--- src/ple_pkg.sv ---
// Package for the positional list engine: request and status codes and the
// fixed field widths of the item channels. No dependencies.
`default_nettype none

package ple_pkg;

  // Field widths
  localparam int REQ_W = 2;
  localparam int POS_W = 6;
  localparam int VAL_W = 32;
  localparam int ST_W  = 2;
  localparam int CNT_W = 6;

  typedef logic [REQ_W-1:0] req_t;
  typedef logic [ST_W-1:0]  status_t;

  // Request codes
  localparam req_t REQ_INSERT = 2'd0;
  localparam req_t REQ_DELETE = 2'd1;
  localparam req_t REQ_DUMP   = 2'd2;

  // Status codes
  localparam status_t ST_OK     = 2'd0;
  localparam status_t ST_BADPOS = 2'd1;
  localparam status_t ST_FULL   = 2'd2;
  localparam status_t ST_EMPTY  = 2'd3;

endpackage

`default_nettype wire

--- src/ple_in_if.sv ---
// Request channel of the positional list engine: valid/ready plus one item.
// Depends on ple_pkg.
`default_nettype none

interface ple_in_if
  import ple_pkg::*;
();

  logic                    valid;
  logic                    ready;
  req_t                    req_type;
  logic [POS_W-1:0]        position;
  logic signed [VAL_W-1:0] value;

  modport source (output valid, req_type, position, value, input ready);
  modport sink   (input valid, req_type, position, value, output ready);

endinterface

`default_nettype wire

--- src/ple_out_if.sv ---
// Result channel of the positional list engine: valid/ready plus one item.
// Depends on ple_pkg.
`default_nettype none

interface ple_out_if
  import ple_pkg::*;
();

  logic                    valid;
  logic                    ready;
  status_t                 status;
  logic signed [VAL_W-1:0] element;
  logic [CNT_W-1:0]        entry_count;
  logic                    last_result;

  modport source (output valid, status, element, entry_count, last_result, input ready);
  modport sink   (input valid, status, element, entry_count, last_result, output ready);

endinterface

`default_nettype wire

--- src/positional_list_engine.sv ---
// Positional list engine: ordered list held in one RAM, insert/delete by position, dump.
// Errors, full, empty dump: result in the cycle after the item is taken. Append and tail
// delete: no shifting, then S_FIN. Insert at p <= count, delete at p < count: shifting,
// one entry per cycle, then S_FIN. Dump: per entry S_DUMP_RD (waits for out_free), S_DUMP_CAP.
// One item at a time, set by the single read and write port of the list RAM.
// Reset (sync, active low) clears the count; RAM contents stay undefined, no clearing pass.
`default_nettype none

module positional_list_engine
  import ple_pkg::*;
#(
  parameter int CAPACITY = 32
) (
  input  wire logic  clk,
  input  wire logic  rst_n,
  ple_in_if.sink     in_ch,
  ple_out_if.source  out_ch
);

  localparam int CW = $clog2(CAPACITY + 1);
  localparam int AW = $clog2(CAPACITY);
  localparam int XW = ((POS_W > CW) ? POS_W : CW) + 1;

  typedef enum logic [2:0] {
    S_IDLE,
    S_INS_SHIFT,
    S_DEL_SHIFT,
    S_FIN,
    S_DUMP_RD,
    S_DUMP_CAP
  } state_t;

  state_t                  state_r, state_nxt;
  logic [CW-1:0]           count_r, count_nxt;
  logic [AW-1:0]           idx_r, idx_nxt;
  logic [AW-1:0]           stop_r, stop_nxt;
  logic [VAL_W-1:0]        val_r, val_nxt;
  logic                    ins_r, ins_nxt;
  logic                    wpend_r, wpend_nxt;
  logic [AW-1:0]           wpend_addr_r, wpend_addr_nxt;

  logic                    out_valid_r, out_valid_nxt;
  status_t                 out_status_r, out_status_nxt;
  logic [VAL_W-1:0]        out_element_r, out_element_nxt;
  logic [CNT_W-1:0]        out_count_r, out_count_nxt;
  logic                    out_last_r, out_last_nxt;

  logic                    in_fire;
  logic                    out_free;
  logic                    fin_go;
  logic [XW-1:0]           pos_x;
  logic [XW-1:0]           cnt_x;

  logic                    ram_we;
  logic [AW-1:0]           ram_wr_addr;
  logic [VAL_W-1:0]        ram_wr_data;
  logic [AW-1:0]           ram_rd_addr;
  logic [VAL_W-1:0]        ram_rd_data;

  // list storage
  ple_ram #(
    .WIDTH (VAL_W),
    .DEPTH (CAPACITY)
  ) u_list_ram (
    .clk     (clk),
    .we      (ram_we),
    .wr_addr (ram_wr_addr),
    .wr_data (ram_wr_data),
    .rd_addr (ram_rd_addr),
    .rd_data (ram_rd_data)
  );

  // handshakes
  assign out_free     = !out_valid_r || out_ch.ready;
  assign in_ch.ready  = (state_r == S_IDLE) && out_free;
  assign in_fire      = in_ch.valid && in_ch.ready;
  assign fin_go       = (state_r == S_FIN) && !wpend_r && out_free;

  assign pos_x = XW'(in_ch.position);
  assign cnt_x = XW'(count_r);

  // RAM write: pending shift write first, then the inserted value
  assign ram_we      = wpend_r || (fin_go && ins_r);
  assign ram_wr_addr = wpend_r ? wpend_addr_r : stop_r;
  assign ram_wr_data = wpend_r ? ram_rd_data : val_r;
  assign ram_rd_addr = idx_r;

  // result port
  assign out_ch.valid       = out_valid_r;
  assign out_ch.status      = out_status_r;
  assign out_ch.element     = out_element_r;
  assign out_ch.entry_count = out_count_r;
  assign out_ch.last_result = out_last_r;

  // sequencer
  always_comb begin
    state_nxt       = state_r;
    count_nxt       = count_r;
    idx_nxt         = idx_r;
    stop_nxt        = stop_r;
    val_nxt         = val_r;
    ins_nxt         = ins_r;
    wpend_nxt       = 1'b0;
    wpend_addr_nxt  = wpend_addr_r;
    out_valid_nxt   = out_valid_r && !out_ch.ready;
    out_status_nxt  = out_status_r;
    out_element_nxt = out_element_r;
    out_count_nxt   = out_count_r;
    out_last_nxt    = out_last_r;

    case (state_r)
      S_IDLE: begin
        if (in_fire) begin
          val_nxt         = in_ch.value;
          out_element_nxt = '0;
          out_count_nxt   = CNT_W'(count_r);
          out_last_nxt    = 1'b1;
          case (in_ch.req_type)
            REQ_INSERT: begin
              if (pos_x == '0 || pos_x > cnt_x + XW'(1)) begin
                out_valid_nxt  = 1'b1;
                out_status_nxt = ST_BADPOS;
              end else if (count_r == CW'(CAPACITY)) begin
                out_valid_nxt  = 1'b1;
                out_status_nxt = ST_FULL;
              end else begin
                ins_nxt  = 1'b1;
                stop_nxt = AW'(pos_x - XW'(1));
                idx_nxt  = AW'(cnt_x - XW'(1));
                // append needs no shift
                state_nxt = (pos_x == cnt_x + XW'(1)) ? S_FIN : S_INS_SHIFT;
              end
            end
            REQ_DELETE: begin
              if (pos_x == '0 || pos_x > cnt_x) begin
                out_valid_nxt  = 1'b1;
                out_status_nxt = ST_BADPOS;
              end else begin
                ins_nxt  = 1'b0;
                idx_nxt  = AW'(pos_x);
                stop_nxt = AW'(cnt_x - XW'(1));
                // removing the tail needs no shift
                state_nxt = (pos_x == cnt_x) ? S_FIN : S_DEL_SHIFT;
              end
            end
            REQ_DUMP: begin
              if (count_r == '0) begin
                out_valid_nxt  = 1'b1;
                out_status_nxt = ST_EMPTY;
              end else begin
                idx_nxt   = '0;
                stop_nxt  = AW'(cnt_x - XW'(1));
                state_nxt = S_DUMP_RD;
              end
            end
            default: begin
              out_valid_nxt  = 1'b1;
              out_status_nxt = ST_BADPOS;
            end
          endcase
        end
      end

      // read idx, write it back one place later, walking downwards
      S_INS_SHIFT: begin
        wpend_nxt      = 1'b1;
        wpend_addr_nxt = idx_r + AW'(1);
        if (idx_r == stop_r) begin
          state_nxt = S_FIN;
        end else begin
          idx_nxt = idx_r - AW'(1);
        end
      end

      // read idx, write it back one place earlier, walking upwards
      S_DEL_SHIFT: begin
        wpend_nxt      = 1'b1;
        wpend_addr_nxt = idx_r - AW'(1);
        if (idx_r == stop_r) begin
          state_nxt = S_FIN;
        end else begin
          idx_nxt = idx_r + AW'(1);
        end
      end

      // last shift write drains, then value write on insert, count update, result
      S_FIN: begin
        if (fin_go) begin
          count_nxt       = ins_r ? count_r + CW'(1) : count_r - CW'(1);
          out_valid_nxt   = 1'b1;
          out_status_nxt  = ST_OK;
          out_element_nxt = '0;
          out_count_nxt   = CNT_W'(count_nxt);
          out_last_nxt    = 1'b1;
          state_nxt       = S_IDLE;
        end
      end

      // read an entry once the result slot is free at this edge
      S_DUMP_RD: begin
        if (out_free) begin
          state_nxt = S_DUMP_CAP;
        end
      end

      // slot is empty here: load the read entry
      S_DUMP_CAP: begin
        out_valid_nxt   = 1'b1;
        out_status_nxt  = ST_OK;
        out_element_nxt = ram_rd_data;
        out_count_nxt   = CNT_W'(count_r);
        out_last_nxt    = (idx_r == stop_r);
        if (idx_r == stop_r) begin
          state_nxt = S_IDLE;
        end else begin
          idx_nxt   = idx_r + AW'(1);
          state_nxt = S_DUMP_RD;
        end
      end

      default: begin
        state_nxt = S_IDLE;
      end
    endcase
  end

  // state and registered outputs
  always_ff @(posedge clk) begin
    if (!rst_n) begin
      state_r     <= S_IDLE;
      count_r     <= '0;
      wpend_r     <= 1'b0;
      out_valid_r <= 1'b0;
    end else begin
      state_r     <= state_nxt;
      count_r     <= count_nxt;
      wpend_r     <= wpend_nxt;
      out_valid_r <= out_valid_nxt;
    end
    idx_r         <= idx_nxt;
    stop_r        <= stop_nxt;
    val_r         <= val_nxt;
    ins_r         <= ins_nxt;
    wpend_addr_r  <= wpend_addr_nxt;
    out_status_r  <= out_status_nxt;
    out_element_r <= out_element_nxt;
    out_count_r   <= out_count_nxt;
    out_last_r    <= out_last_nxt;
  end

endmodule

`default_nettype wire

--- src/ple_ram.sv ---
// Generic simple dual-port RAM: one write port, one read port with
// registered read data. No dependencies.
`default_nettype none

module ple_ram #(
  parameter int WIDTH = 32,
  parameter int DEPTH = 32,
  localparam int AW = (DEPTH > 1) ? $clog2(DEPTH) : 1
) (
  input  logic             clk,
  input  logic             we,
  input  logic [AW-1:0]    wr_addr,
  input  logic [WIDTH-1:0] wr_data,
  input  logic [AW-1:0]    rd_addr,
  output logic [WIDTH-1:0] rd_data
);

  logic [WIDTH-1:0] mem [DEPTH];

  // write port and registered read port
  always_ff @(posedge clk) begin
    if (we) begin
      mem[wr_addr] <= wr_data;
    end
    rd_data <= mem[rd_addr];
  end

endmodule

`default_nettype wire

--- src/flat_wrapper.sv ---
// flat-port wrapper written by rule: the top's interface ports become plain ports
module positional_list_engine_flat import ple_pkg::*;
#(
  parameter int CAPACITY = 32
)
  (clk, rst_n, in_ch_valid, in_ch_req_type, in_ch_position, in_ch_value, in_ch_ready, out_ch_valid, out_ch_status, out_ch_element, out_ch_entry_count, out_ch_last_result, out_ch_ready);
  ple_in_if in_ch_i ();
  ple_out_if out_ch_i ();
  input  wire logic clk;
  input  wire logic rst_n;
  input wire logic [$bits(in_ch_i.valid)-1:0] in_ch_valid;
  input wire logic [$bits(in_ch_i.req_type)-1:0] in_ch_req_type;
  input wire logic [$bits(in_ch_i.position)-1:0] in_ch_position;
  input wire logic [$bits(in_ch_i.value)-1:0] in_ch_value;
  output wire logic [$bits(in_ch_i.ready)-1:0] in_ch_ready;
  output wire logic [$bits(out_ch_i.valid)-1:0] out_ch_valid;
  output wire logic [$bits(out_ch_i.status)-1:0] out_ch_status;
  output wire logic [$bits(out_ch_i.element)-1:0] out_ch_element;
  output wire logic [$bits(out_ch_i.entry_count)-1:0] out_ch_entry_count;
  output wire logic [$bits(out_ch_i.last_result)-1:0] out_ch_last_result;
  input wire logic [$bits(out_ch_i.ready)-1:0] out_ch_ready;
  assign in_ch_i.valid = in_ch_valid;
  assign in_ch_i.req_type = in_ch_req_type;
  assign in_ch_i.position = in_ch_position;
  assign in_ch_i.value = in_ch_value;
  assign in_ch_ready = in_ch_i.ready;
  assign out_ch_valid = out_ch_i.valid;
  assign out_ch_status = out_ch_i.status;
  assign out_ch_element = out_ch_i.element;
  assign out_ch_entry_count = out_ch_i.entry_count;
  assign out_ch_last_result = out_ch_i.last_result;
  assign out_ch_i.ready = out_ch_ready;
  positional_list_engine #(.CAPACITY(CAPACITY)) u_core (.clk(clk), .rst_n(rst_n), .in_ch(in_ch_i), .out_ch(out_ch_i));
endmodule
--- config.mk ---
export PLATFORM = sky130hd
export DESIGN_NAME = positional_list_engine_flat
export DESIGN_NICKNAME = d
export VERILOG_FILES = /design/src/ple_pkg.sv /design/src/ple_in_if.sv /design/src/ple_out_if.sv /design/src/positional_list_engine.sv /design/src/ple_ram.sv /design/src/flat_wrapper.sv
export SDC_FILE = /design/constraint.sdc
export NUM_CORES = 1
export LEC_CHECK = 0
export BUFFER_PORTS_ARGS = -buffer_cell sky130_fd_sc_hd__buf_2
export CAP_MARGIN = 20
export CORE_ASPECT_RATIO = 2
export CORE_MARGIN = 2
export CORE_UTILIZATION = 25
export DETAILED_ROUTE_END_ITERATION = 6
export HOLD_SLACK_MARGIN = 0.15
export PLACE_DENSITY = 0.44
export SLEW_MARGIN = 20
export SYNTH_ARGS = -nofsm -noshare
export SYNTH_HDL_FRONTEND = slang
export SYNTH_SLANG_ARGS = --single-unit
--- constraint.sdc ---
create_clock -name clk -period 5.1 [get_ports clk]
set_clock_uncertainty 0.2 [all_clocks]
set_input_delay 0.51 -clock clk [delete_from_list [all_inputs] [get_ports clk]]
set_output_delay 0.51 -clock clk [all_outputs]
set_load 0.1 [all_outputs]
Yosys cells after proc, flatten, opt, wreduce, memory -nomap -nowiden --
Memory sizes are Yosys's and may differ from the RTL's. A register that Yosys moved wholly into a read port is not among the register bits. Index checks and enable logic that the tools add are counted.
Storage, ports and cells: input port bits 44, RAM bits 1024, bits in registers 100, memories 1, output and inout port bits 43
Memory list:
- u_core.u_list_ram.mem | depth 32, bits a word 32, read ports 1, clocked after Yosys merged registers in 1, wr ports 1, RTL line ple_ram.sv:18 | logic [WIDTH-1:0] mem [DEPTH];
Cells by class: order comparisons 2, mux-type cells 63, reductions and logical operators 32, $add $sub $neg 7, equal/unequal tests 29
Operators by type and width (count):
- two-way mux 32 bit | 3
- case mux 32 bit (3 select lines) | 1
- two-way mux 5 bit | 12
- case mux 5 bit (3 select lines) | 3
- two-way mux 3 bit | 9
- two-way mux 6 bit | 3
- inequality test 3 bit (second input constant) | 6
- case mux 6 bit (3 select lines) | 1
- AND reduction 9 bit | 2
- two-way mux 1 bit | 15
- case mux 3 bit (5 select lines) | 1
- subtractor 5 x 1 -> 5 bit (second input constant) | 3
- two-way mux 2 bit | 7
- inequality test 2 bit (second input constant) | 6
- case mux 2 bit (3 select lines) | 2
- AND reduction 6 bit | 2
- case mux 5 bit (2 select lines) | 1
- case mux 1 bit (3 select lines) | 3
- case mux 3 bit (3 select lines) | 1
- nonzero test 3 bit | 3
- inequality test 2 x 1 -> 1 bit (second input constant) | 4
- inequality test 4 bit (second input constant) | 2
- adder 6 x 1 -> 7 bit (second input constant) | 1
- equality test 6 x 7 -> 1 bit | 1
- 26 further kinds | 41

Depth between registers and ports, before layout --
depth in word-level cells 8, gate-level depth with buffers 12, mapped depth without buffers 11

Cells and area by module --
From an unflattened synthesis, not the netlist that was laid out.
Unflattened totals: cell total of the unflattened synthesis 2735, area total of the unflattened synthesis 45997.9 µm²
By module, submodules not included:
- ple_ram | cells an instance 2260, times used 1, area an instance 40492.6 µm²
- positional_list_engine | cells an instance 475, times used 1, area an instance 5505.3 µm²

Worst setup path after synthesis --
OpenSTA, ideal clock, no wires.
kind flip-flop to flip-flop, from register u_core.out_valid_r (netlist: u_core.out_ch.valid), to register u_core.out_status_r[0] (netlist: u_core.out_ch.status[0]), enable pin, path slack 757 ps, period minus slack after synthesis 4343 ps, setup time 329 ps, arrival 3813 ps, cell stages (with the launch flop) 5, path through dfxtp_1 -> nor2b_1 -> nor2_1 -> or3_1 -> a21boi_0
Between the ends: cells in the longest elaborated chain, start to end 6
RTL lines:
- start, declared | RTL line positional_list_engine.sv:42 | logic out_valid_r, out_valid_nxt;
- start signal, assigned | RTL line positional_list_engine.sv:238 | out_valid_r <= out_valid_nxt;
- logical NOT 1 bit * | RTL line positional_list_engine.sv:74 | assign out_free = !out_valid_r || out_ch.ready;
- logical OR 1 bit * | RTL line positional_list_engine.sv:74
- logical AND 1 bit | RTL line positional_list_engine.sv:75 | assign in_ch.ready = (state_r == S_IDLE) && out_free;
- logical AND 1 bit | RTL line positional_list_engine.sv:76 | assign in_fire = in_ch.valid && in_ch.ready;
- inequality test 2 x 1 -> 1 bit (no source line)
- AND reduction 6 bit (no source line) *
- end signal, assigned | RTL line positional_list_engine.sv:245 | out_status_r <= out_status_nxt;
- end, declared | RTL line positional_list_engine.sv:43 | status_t out_status_r, out_status_nxt;
Mark *: on every way between the ends. The rest lies on a longest branch, timed or not. A chain may end at the register's enable or synchronous reset.

Final worst setup path --
from register u_core.state_r[1], to memory u_core.u_list_ram.mem[10][14], enable pin
Between the ends: cells in the longest elaborated chain, start to end 7
RTL lines:
- start, declared | RTL line positional_list_engine.sv:33 | state_t state_r, state_nxt;
- start signal, assigned | RTL line positional_list_engine.sv:235 | state_r <= state_nxt;
- equality test 3 x 2 -> 1 bit | RTL line positional_list_engine.sv:77 | assign fin_go = (state_r == S_FIN) && !wpend_r && out_free;
- logical AND 1 bit (2 in a row) | RTL line positional_list_engine.sv:77
- logical AND 1 bit | RTL line positional_list_engine.sv:83 | assign ram_we = wpend_r || (fin_go && ins_r);
- logical OR 1 bit | RTL line positional_list_engine.sv:83
- two-way mux 1 bit | RTL line ple_ram.sv:22 | if (we) begin
- two-way mux 1 bit (not written as such) | RTL line ple_ram.sv:23 | mem[wr_addr] <= wr_data;
- end, declared | RTL line ple_ram.sv:18
No other way between the ends.

==> results.toml <==
[outcome]
outcome = "finished, final reports clean"

[placement]
port_buffers = 86
place.gp.congestion = 0.7903
hpwl_um = 78290
pre_cts_ws_ps = 1219

[clock_network]
cts_resized = 0
cts_max_level = 3
clockRootBuffer = "clkbuf_16"
worst_skew_pair.late_latency_ps = 740
cts_tree = "done"
clkTransAtPathRegs_ps = 60
cts_hold_buf = 40
numCtsBuffers = 101
post-cts-setup-buffers = 0
clockBufferDepth = 3
clock-sinks = 1156

[synthesis]
async_reset_ff_frac = 0
yosysSeqAreaShare = 0.7617
synth.distinct_cells = 61
synth_flop_cell = "edfxtp_1"
synth_fp_nets = 2086
syn_avg_cell_area_um2 = 22.34
synth_warnings = 0
synth_edf_count = 1113
synth_area_um2 = 45010
synth_cells = 2015
ys_seq_elements = 1156

[sta]
finalWorstSetupSlack_ps = 1200
drv_slew = 0
finalHoldViolations = 0
fmax_ghz = 0.2564
slew_headroom = 0.2885
rsz0062_at_grt = "no"
fin_crit_sh = 0.7648
final.setup.tns_ps = 0
setup_viol = 0
tightest_slew_ps = 1067
fin_crit_ps = 3900

[power_and_ir_drop]
p_sw_frac = 0.3018
p_seq_frac = 0.452
finalPower_uw = 26010
cellInternalPower_uw = 18160
p_comb_frac = 0.237
netSwitchingPower_uw = 7851
p_per_area_nw_per_um2 = 491.4
ir_worst_vdd_mv = 0.2731
p_leak_uw = 0.01640
pwr-share-clk = 0.311

[drt]
num_vias = 20870
drt-vias-per-instance = 4.501
ant_nets = 0
drc = 0
wl_per_cell_um = 26.20
routed_wl_um = 121400
first_pass_iters = 5
drtIter0Drc = 1659

[floorplan]
die_h_um = 604.1
die_area_um2 = 183600
start_util = 0.2512
rows = 220
core_um2 = 179200
die_w_um = 304.0
ios = 87

[final_layout]
finalNetCount = 2288
final_common_cell = "edfxtp_1"
syn_to_final_growth_pct = 17.61
fill_cells = 17240
fin_util = 0.2954
final_cell_mix = "edfxtp_1 (1,113), mux4_2 (320), clkbuf_16 (101)"
drive_above_1_share = 0.3320

[global_routing]
antenna_found_initial = 6
gr-total-overflow = 0
grt.total_usage = 0.1314
grt_max_degree = 119
met3_usage = 0.01885
grt_most_used_layer = "met2"
grt_pass1_wl_um = 173500
grt_pass1_vias = 22470
use_met1 = 0.1543
grtUsageMet2 = 0.2482

[critical_path]
required_ps = 5300
end_kind = "flop"
crit_chain = "nand3b_1 > buf_4 > nor3_1 > buf_4 > nand3b_1 > o21ai_0 > nand2_1 > nor2_4 > buf_12"
crit_fanout = 18
cp.arrival_ps = 4100
start_kind = "flop"
critPathMaxStageDelay_ps = 790
crit_type = "flop to flop"
r2r_setup_slack_ps = 1200
cp_slowest_cell = "nor2_4"

[flow_run]
drv_cap = 0

[worst_hold_path]
hold_class = "input port to flop"
-- final cells by class --
cell class | instances | area (um^2) | area share
inverters | 28 | 105.1 | 0.001985
diodes | 1 | 2.502 | 0.00004727
clock buffers | 116 | 2624 | 0.04957
flip-flops and latches | 1156 | 34290 | 0.6477
clock inverters | 74 | 853.3 | 0.01612
well taps | 2331 | 2917 | 0.05510
multi-input cells | 726 | 10410 | 0.1966
repair buffers | 204 | 1744 | 0.03295
-- sequential cells by signal, indices dropped and copies added, names as in the netlist, 2 cells and up --
register,cells
u_core.u_list_ram.mem,1024
u_core.out_ch.element,32
u_core.u_list_ram.rd_data,32
u_core.val_r,32
u_core.count_r,6
u_core.out_ch.entry_count,6
u_core.idx_r,5
u_core.stop_r,5
u_core.wpend_addr_r,5
u_core.state_r,3
u_core.out_ch.status,2
-- through the flow --
stage	hold WS (ps)	area, um^2	cells
floorplan	263.4	45010	2015
global placement	294.3	49010	4403
detailed placement	289.2	49030	4404
CTS	157.5	52910	4634
global route	208.9	52940	4636
finish	212.2	52940	4636
-- cell families after synthesis --
group / share of synthesized area
adders and majority gates: 0.007673
AOI/OAI and AO/OA: 0.01326
and+or+nand+nor: 0.02010
muxes: 0.1789
DFF: 0.7617
buffers and inverters: 0.01290
xor gates and xnor gates: 0.005449
-- power by group through the flow --
stage               sequential, uW  combinational (uW)  clock, uW
floorplan                    12200                3550          0
global placement             12000                6200          0
detailed placement           12000                6290          0
CTS                          11800                6340       8330
global route                 11800                6550       8620
finish                       11800                6160       8090
-- cell usage after synthesis, types with 8 or more instances --
| cell | n | share of area |
|---|---|---|
| a21oi_1 | 21 | 0.0023 |
| and3_1 | 33 | 0.0046 |
| buf_1 | 17 | 0.0014 |
| buf_2 | 23 | 0.0026 |
| buf_4 | 8 | 0.0013 |
| clkbuf_1 | 54 | 0.0045 |
| dfxtp_1 | 43 | 0.019 |
| edfxtp_1 | 1113 | 0.74 |
| ha_1 | 26 | 0.0072 |
| inv_1 | 27 | 0.0023 |
| mux2_2 | 68 | 0.017 |
| mux2i_1 | 8 | 0.0018 |
| mux4_2 | 320 | 0.16 |
| nand2_1 | 37 | 0.0031 |
| nand3_1 | 12 | 0.0013 |
| nor2_1 | 67 | 0.0056 |
| nor3_1 | 15 | 0.0017 |
| o21ai_0 | 14 | 0.0016 |
| xnor2_1 | 16 | 0.0031 |
| xor2_1 | 12 | 0.0023 |
-- critical path: cells and delay by family (launching register included) --
kind,cells,cell delay [ps]
compound gates,1,210
buf+inv,3,700
simple gates,5,1830
flops,1,630
-- path summary, 6_finish.rpt --
check / from / endpoint / depth (start not counted)
setup / recovery: u_core.state_r[1] / u_core.u_list_ram.mem[10][14] / 9
hold / removal: in_ch_req_type[0] / u_core.state_r[2] / 5
setup reg to reg: u_core.state_r[1] / u_core.u_list_ram.mem[10][14] / 9
hold reg to reg: u_core.count_r[5] / u_core.count_r[5] / 2
-- per-layer routing --
| layer | part of all wire | vias up |
|---|---|---|
| met5 | 0 | - |
| met3 | 0.038 | 123 |
| met1 | 0.39 | 11420 |
| li1 | - | 8851 |
| met4 | 0.020 | 0 |
| met2 | 0.55 | 469 |
(Power assumes the default switching activity.)
